[config.mk]
export PLATFORM = sky130hd
export DESIGN_NAME = edit_distance_name_matcher
export DESIGN_NICKNAME = d
export VERILOG_FILES = /design/src/edm_pkg.sv /design/src/edm_ctrl.sv /design/src/edm_datapath.sv /design/src/edit_distance_name_matcher.sv
export SDC_FILE = /design/constraint.sdc
export NUM_CORES = 1
export LEC_CHECK = 0
export BUFFER_PORTS_ARGS = -buffer_cell sky130_fd_sc_hd__buf_2
export CAP_MARGIN = 0
export CORE_MARGIN = 2
export CORE_UTILIZATION = 55
export CTS_BUF_LIST = sky130_fd_sc_hd__clkbuf_8
export DETAILED_ROUTE_END_ITERATION = 10
export PLACE_DENSITY = 0.71
export SYNTH_ARGS = -nofsm -noshare
export SYNTH_HDL_FRONTEND = slang
export SYNTH_HIERARCHICAL = 1
export SYNTH_SLANG_ARGS = --single-unit
[constraint.sdc]
create_clock -name clk -period 12.2 [get_ports clk]
set_input_delay 0.61 -clock clk [delete_from_list [all_inputs] [get_ports clk]]
set_output_delay 0.61 -clock clk [all_outputs]
set_load 0.01 [all_outputs]
[src/edm_pkg.sv]
// Shared types and constants for the edit distance name matcher.
`default_nettype none
package edm_pkg;

  localparam int MAX_LEN   = 32;
  localparam int LEN_W     = $clog2(MAX_LEN + 1);
  localparam int QIDX_W    = $clog2(MAX_LEN);
  localparam int CFG_W     = 6;
  localparam int CFG_IDX_W = 2;
  localparam int DIST_W    = 6;

  typedef enum logic [1:0] {
    ACT_NEW   = 2'd0,
    ACT_QBYTE = 2'd1,
    ACT_CBYTE = 2'd2,
    ACT_END   = 2'd3
  } action_t;

  localparam logic [CFG_IDX_W-1:0] CFG_SHORT_LIMIT = 2'd0;
  localparam logic [CFG_IDX_W-1:0] CFG_SHORT_THR   = 2'd1;
  localparam logic [CFG_IDX_W-1:0] CFG_LONG_THR    = 2'd2;

  typedef struct packed {
    action_t    action;
    logic [7:0] symbol;
  } in_item_t;

  typedef struct packed {
    logic [DIST_W-1:0] distance;
    logic              similar;
    logic              too_long;
  } out_item_t;

  typedef struct packed {
    logic new_query;
    logic query_byte;
    logic cand_first;
    logic cand_over;
    logic finish;
    logic cell_step;
  } ctrl_cmd_t;

  typedef struct packed {
    logic qlen_zero;
    logic cand_full;
    logic last_cell;
  } dp_status_t;

endpackage
`default_nettype wire

[src/edm_ctrl.sv]
// Controller state machine: accepts items and sequences the column update.
`default_nettype none
module edm_ctrl
  import edm_pkg::*;
(
  input  wire logic       clk,
  input  wire logic       rst_n,
  input  wire logic       start,
  input  wire action_t    action,
  input  wire dp_status_t status,
  output logic            busy,
  output ctrl_cmd_t       cmd
);

  typedef enum logic [1:0] {
    ST_IDLE = 2'b01,
    ST_CELL = 2'b10
  } state_t;

  state_t state_r, state_nxt;
  logic   accept;

  assign busy   = (state_r == ST_CELL);
  assign accept = start && !busy;

  always_comb begin
    cmd            = '0;
    cmd.new_query  = accept && (action == ACT_NEW);
    cmd.query_byte = accept && (action == ACT_QBYTE);
    cmd.cand_first = accept && (action == ACT_CBYTE) && !status.cand_full;
    cmd.cand_over  = accept && (action == ACT_CBYTE) && status.cand_full;
    cmd.finish     = accept && (action == ACT_END);
    cmd.cell_step  = (state_r == ST_CELL);
  end

  always_comb begin
    state_nxt = state_r;
    unique case (state_r)
      ST_IDLE: begin
        if (cmd.cand_first && !status.qlen_zero) begin
          state_nxt = ST_CELL;
        end
      end
      ST_CELL: begin
        if (status.last_cell) begin
          state_nxt = ST_IDLE;
        end
      end
      default: state_nxt = ST_IDLE;
    endcase
  end

  always_ff @(posedge clk) begin
    if (!rst_n) begin
      state_r <= ST_IDLE;
    end else begin
      state_r <= state_nxt;
    end
  end

endmodule
`default_nettype wire

[src/edm_datapath.sv]
// Datapath: query store, distance column, cell arithmetic and result register.
`default_nettype none
module edm_datapath
  import edm_pkg::*;
(
  input  wire logic                 clk,
  input  wire logic                 rst_n,
  input  wire in_item_t             in_item,
  input  wire ctrl_cmd_t            cmd,
  input  wire logic                 cfg_we,
  input  wire logic [CFG_IDX_W-1:0] cfg_index,
  input  wire logic [CFG_W-1:0]     cfg_data,
  output dp_status_t                status,
  output logic                      out_valid,
  output out_item_t                 out_item
);

  logic [7:0]       qbytes_r [MAX_LEN];
  logic [LEN_W-1:0] col_r    [1:MAX_LEN];
  logic [MAX_LEN:1] colv_r;
  logic [LEN_W-1:0] qlen_r, clen_r, idx_r, diag_r, left_r;
  logic             qovf_r, covf_r;
  logic [7:0]       sym_r;
  logic [CFG_W-1:0] short_limit_r, short_thr_r, long_thr_r;
  logic             out_valid_r;
  out_item_t        out_item_r, result;

  logic [LEN_W-1:0] rd_idx, rd_val, clen_inc, cell_val, thr;
  logic [LEN_W:0]   up_inc, left_inc, diag_sum, min_ab, min_abc;
  logic             cost, clear_cand;

  assign clear_cand = cmd.new_query || cmd.query_byte || cmd.finish;

  // Column entry zero always equals the candidate length, so it is read from clen_r.
  // Any other entry without its valid bit reads as its own index.
  assign rd_idx   = cmd.cell_step ? idx_r : qlen_r;
  assign rd_val   = (rd_idx == '0) ? clen_r :
                    (colv_r[rd_idx] ? col_r[rd_idx] : rd_idx);
  assign clen_inc = clen_r + LEN_W'(1);

  assign cost     = (qbytes_r[QIDX_W'(idx_r - LEN_W'(1))] != sym_r);
  assign up_inc   = {1'b0, rd_val} + (LEN_W+1)'(1);
  assign left_inc = {1'b0, left_r} + (LEN_W+1)'(1);
  assign diag_sum = {1'b0, diag_r} + (LEN_W+1)'(cost);
  assign min_ab   = (up_inc < left_inc) ? up_inc : left_inc;
  assign min_abc  = (min_ab < diag_sum) ? min_ab : diag_sum;
  assign cell_val = min_abc[LEN_W-1:0];

  assign status.qlen_zero = (qlen_r == '0);
  assign status.cand_full = (clen_r >= LEN_W'(MAX_LEN));
  assign status.last_cell = (idx_r == qlen_r);

  always_comb begin
    thr = (qlen_r <= short_limit_r) ? short_thr_r : long_thr_r;
    result.distance = DIST_W'(rd_val);
    result.similar  = (rd_val != '0) && (rd_val <= thr);
    result.too_long = covf_r || qovf_r;
  end

  // Configuration registers.
  always_ff @(posedge clk) begin
    if (!rst_n) begin
      short_limit_r <= CFG_W'(3);
      short_thr_r   <= CFG_W'(1);
      long_thr_r    <= CFG_W'(2);
    end else if (cfg_we) begin
      unique case (cfg_index)
        CFG_SHORT_LIMIT: short_limit_r <= cfg_data;
        CFG_SHORT_THR:   short_thr_r   <= cfg_data;
        CFG_LONG_THR:    long_thr_r    <= cfg_data;
        default: ;
      endcase
    end
  end

  // Query store.
  always_ff @(posedge clk) begin
    if (cmd.query_byte && (qlen_r < LEN_W'(MAX_LEN))) begin
      qbytes_r[qlen_r[QIDX_W-1:0]] <= in_item.symbol;
    end
  end

  // Column entries; validity is tracked separately.
  always_ff @(posedge clk) begin
    if (cmd.cell_step) begin
      col_r[idx_r] <= cell_val;
    end
  end

  always_ff @(posedge clk) begin
    if (!rst_n) begin
      colv_r <= '0;
    end else if (clear_cand) begin
      colv_r <= '0;
    end else if (cmd.cell_step) begin
      colv_r[idx_r] <= 1'b1;
    end
  end

  // Cell sweep registers.
  always_ff @(posedge clk) begin
    if (cmd.cand_first) begin
      diag_r <= clen_r;
      left_r <= clen_inc;
      idx_r  <= LEN_W'(1);
      sym_r  <= in_item.symbol;
    end else if (cmd.cell_step) begin
      diag_r <= rd_val;
      left_r <= cell_val;
      idx_r  <= idx_r + LEN_W'(1);
    end
  end

  // Lengths and overflow flags.
  always_ff @(posedge clk) begin
    if (!rst_n) begin
      qlen_r <= '0;
      qovf_r <= 1'b0;
      clen_r <= '0;
      covf_r <= 1'b0;
    end else begin
      if (cmd.new_query) begin
        qlen_r <= '0;
        qovf_r <= 1'b0;
      end else if (cmd.query_byte) begin
        if (qlen_r < LEN_W'(MAX_LEN)) begin
          qlen_r <= qlen_r + LEN_W'(1);
        end else begin
          qovf_r <= 1'b1;
        end
      end
      if (clear_cand) begin
        clen_r <= '0;
        covf_r <= 1'b0;
      end else if (cmd.cand_first) begin
        clen_r <= clen_inc;
      end else if (cmd.cand_over) begin
        covf_r <= 1'b1;
      end
    end
  end

  // Result register.
  always_ff @(posedge clk) begin
    if (!rst_n) begin
      out_valid_r <= 1'b0;
    end else begin
      out_valid_r <= cmd.finish;
    end
  end

  always_ff @(posedge clk) begin
    if (cmd.finish) begin
      out_item_r <= result;
    end
  end

  assign out_valid = out_valid_r;
  assign out_item  = out_item_r;

endmodule
`default_nettype wire

[src/edit_distance_name_matcher.sv]
// Top level of the edit distance name matcher: controller plus datapath.
// A result appears in the cycle after its end-candidate item is accepted.
// A candidate byte within MAX_LEN against a non-empty query holds busy while the single
// cell unit sweeps the distance column, one query position per cycle; items wait meanwhile.
// Other items and dropped candidate bytes never raise busy. The receiver cannot stall.
// Reset is synchronous, active low; it clears the query and the column and restores the
// register defaults.
`default_nettype none
module edit_distance_name_matcher
  import edm_pkg::*;
(
  input  wire logic                 clk,
  input  wire logic                 rst_n,
  input  wire logic                 start,
  output logic                      busy,
  input  wire in_item_t             in_item,
  output logic                      out_valid,
  output out_item_t                 out_item,
  input  wire logic                 cfg_we,
  input  wire logic [CFG_IDX_W-1:0] cfg_index,
  input  wire logic [CFG_W-1:0]     cfg_data
);

  // The controller decides which item is taken and walks the column sweep.
  // The datapath holds all string and column state and reports back the few
  // conditions that steer the controller: an empty query, a full candidate
  // and the last query position of the sweep.
  ctrl_cmd_t  cmd;
  dp_status_t status;

  edm_ctrl u_ctrl (
    .clk    (clk),
    .rst_n  (rst_n),
    .start  (start),
    .action (in_item.action),
    .status (status),
    .busy   (busy),
    .cmd    (cmd)
  );

  // The column lives in flip-flops with one valid bit per entry, so clearing
  // it for a new candidate only drops the valid bits: an invalid entry reads as its index.
  // Entry zero is the candidate length itself and needs no storage of its own.
  edm_datapath u_dp (
    .clk       (clk),
    .rst_n     (rst_n),
    .in_item   (in_item),
    .cmd       (cmd),
    .cfg_we    (cfg_we),
    .cfg_index (cfg_index),
    .cfg_data  (cfg_data),
    .status    (status),
    .out_valid (out_valid),
    .out_item  (out_item)
  );

endmodule
`default_nettype wire

==> metrics.md <==
| Metric | Value |
|---|---|
| Outcome | finished clean |
| Residual DRC | 0 |
| Logic pwr share | 0.031 |
| Routed Antenna Nets | 0 |
| Worst-path clk slew | around 60 ps |
| PnR worst setup slack | 2560 ps |
| EDFF count, synth | 476 |
| Placed cell areas | ~25,000 um2 |
| Critical Path RT | 12,600 ps |
| Post-CTS Setup Inserts | 0 |
| P_sw | 777 uW |
| Row cnt | 76 |
| Post-synth cell types | 82 |
| Worst vdd ir | about 70 uV |
| DIE WIDTH | approximately 210 um |
| Total Neg Setup Slack | 0 ps |
| Gr usage total | 0.259 |
| Startpoint types | flop |
| Ys Warns | 6 |
| Largest net degree at the start of global routing | slightly below 60 |
| Sink Count | 549 |
| Starting Density | 0.555 |
| Cells after DPL | approximately 2,100 |
| H-tree Lvls | 3 |
| Clock power frac | 0.399 |
| Area growth from synthesis to layout | 9.95% |
| Wire length per cell | 24.8 um |
| Kind of critical path | reg -> reg |
| Hold slack | ~210 ps |
| Worst Tran Pin Value | 1200 ps |
| Num ports | 32 |
| Area leader, netlist | edfxtp_1 |
| Seq/Total Area, Yosys | 0.664 |
| Clock latency on the worst-skew pair | between 600 and 700 ps |
| Post-CTS Hold Buffers | 0 |
| Nets | ~1,700 |
| Worst min path class | in -> reg |
| Syn Area/Cell | ~15 um2 |
| Yosys top cell area share | 0.602 |
| # diodes | 0 |
| Post-CTS sizing | 0 |
| Max Slew Vio Count | 0 |
| Worst slew margin | 0.183 |
| Top_reg_cell synth | edfxtp_1 |
| P per Cell Area | 138 nW/um2 |
| Fin cells | 2,292 |
| Flop pwr share | 0.569 |
| Post-synth top cells | 476 x edfxtp_1, 165 x nand2_1, 138 x nor2_1 |
| Final core utilization | 0.610 |
| DP Worst Slack | 2700 ps |
| Ys async rst share | 0 |
| FF+latch count, synth | between 500 and 600 |
| Count leader, synth | edfxtp_1 |
| Crit path max fanout | 33 |
| Int Power | 2.83 mW |
| Crit path DAT | 10,040 ps |
| LEAKAGE | 9.02 nW |
| Std-Cell Core Area | 42,800 um2 |
| Syn Inst Count | ~1,600 |
| RSZ-0062 raised after global routing | false |
| Tmin final | a little under 10,000 ps |
| Clock buffer depth | 3 |
| Vias per cell | 6.34 |
| Detail Placement HPWL | 36,100 um |
| Initial DRC Count | 1,902 |
| CTS Buf Count | 85 |
| Final worst-path cycle share | 0.790 |
| Vias in the first global route | 13,900 |
| Syn nets | 1,675 |
| Finished layout cell area | 26,100 um2 |
| Sw Ratio | 0.216 |
| First-pass GRT wire length | 85,900 um |
| Max Cap Viol | 0 |
| Die area | about 45,000 um2 |
| Die span in y | between 200 and 250 um |
| Final WL | ~57,000 um |
| Tot Pwr | 3.60 mW |
| CTS tree | built |
| Largest cells by area after synthesis | edfxtp_1 60%, mux4_2 9.1%, dfxtp_1 6.2% |
| Total grt overflow | 0 |
| Hold Fails Final Rpt | 0 |
| I/O Buffers | 31 |
| Mapped Area | 23,700 um2 |
| Via Count | 14,500 |
| Layout cells sized above 1 | 0.182 |
| Pre-antenna DRT Iters | 6 |
| Initial antenna violation count | 1 |
| Setup-failing EPs final | 0 |
| Clock skew | about 45 ps |
| CP Capture Type | flop |
| Max Fclk | 104 MHz |
| Clock Tree Root | clkbuf_8 |
| Final GP Congestion | 0.985 |
==> worst paths after layout <==
check | startpoint | end | slack [ps] | cells after the start
min | cfg_data[0] | u_dp/short_thr_r[0] | 210 | 3
max reg2reg | u_ctrl/state_r[1] | u_dp/left_r[2] | 2560 | 27
min reg2reg | u_dp/colv_r[20] | u_dp/colv_r[20] | 470 | 1
max | u_ctrl/state_r[1] | u_dp/left_r[2] | 2560 | 27
==> cells in the final DEF (no fill, tap or decap), types with 18 or more instances in the layout <==
| cell type | Yosys | layout |
|---|---|---|
| a21oi_1 | 66 | 66 |
| buf_2 | 19 | 31 |
| buf_4 | 6 | 33 |
| clkbuf_8 | 0 | 89 |
| clkinv_1 | 1 | 18 |
| dfxtp_1 | 73 | 72 |
| edfxtp_1 | 476 | 476 |
| ha_1 | 37 | 36 |
| inv_1 | 25 | 60 |
| mux2i_1 | 45 | 40 |
| mux4_2 | 96 | 96 |
| nand2_1 | 165 | 165 |
| nand3_1 | 45 | 45 |
| nor2_1 | 138 | 138 |
| nor2b_1 | 28 | 28 |
| o21a_1 | 24 | 24 |
| o21ai_0 | 30 | 30 |
| xnor2_1 | 24 | 22 |
| xor2_1 | 19 | 19 |
==> state kept, by name, indices dropped and copies added, names as in the netlist <==
register            cells
u_dp/diag_r             6
u_ctrl/state_r          2
u_dp/idx_r              6
u_dp/colv_r            32
u_dp/clen_r             6
u_dp/short_limit_r      6
u_dp/qovf_r             1
u_dp/left_r             6
u_dp/long_thr_r         6
u_dp/qlen_r             6
u_dp/out_valid          1
u_dp/out_item           8
u_dp/qbytes_r         256
u_dp/col_r            192
u_dp/covf_r             1
u_dp/short_thr_r        6
u_dp/sym_r              8
==> area by class of cell <==
class | count | area (um2)
well taps | 546 | 683
multi-input cells | 950 | 7550
repair buffers | 64 | 403
clock inverters | 66 | 372
clock buffers | 89 | 1220
flip-flops and latches | 549 | 15800
inverters | 28 | 105
fillers | 3181 | 16700
==> metal layers <==
metal | part of all wire | GRT usage
met4 | 0.029 | 0.0959
met1 | 0.42 | 0.376
met2 | 0.46 | 0.390
met3 | 0.096 | 0.0527
met5 | 0.00023 | 0
==> power by group through the flow <==
stage	clock [mW]	sequential, mW	combinational, mW
after detailed placement	0	2.09	0.112
after floorplan	0	2.09	0.0650
after CTS	1.47	2.05	0.112
after global routing	1.55	2.05	0.123
final	1.44	2.05	0.112
after global placement	0	2.09	0.109
==> worst max-delay path, stage by stage, from the launching register on <==
cell and delay [ps]:
dfxtp_1 330, nor2b_4 550, mux2i_2 1060, nand2_1 450
nor3_1 280, o22a_1 210, o211ai_2 180, o21ai_0 640
nand3_2 270, ha_1 310, a31o_2 210, and2_1 140
ha_1 310, a21o_1 160, a21o_1 170, a21o_1 190
or3b_2 470, a31oi_1 350, nor2_2 140, o31ai_1 420
nor3_1 100, ha_1 330, a21o_1 160, a21oi_1 160
nand4b_1 180, o31a_1 410, mux2_1 730, mux2_2 450
==> cell families after synthesis <==
group	Yosys count	synth area share
AO/OA/AOI/OAI	237	0.0690
XOR/XNOR	43	0.0159
adder cells (fa/ha/maj)	37	0.0195
buffers and inverters	117	0.0217
flip-flops	549	0.664
multiplexers	153	0.116
AND/OR/NAND/NOR	480	0.0941
Note: power is estimated with default switching activity, not from simulation.
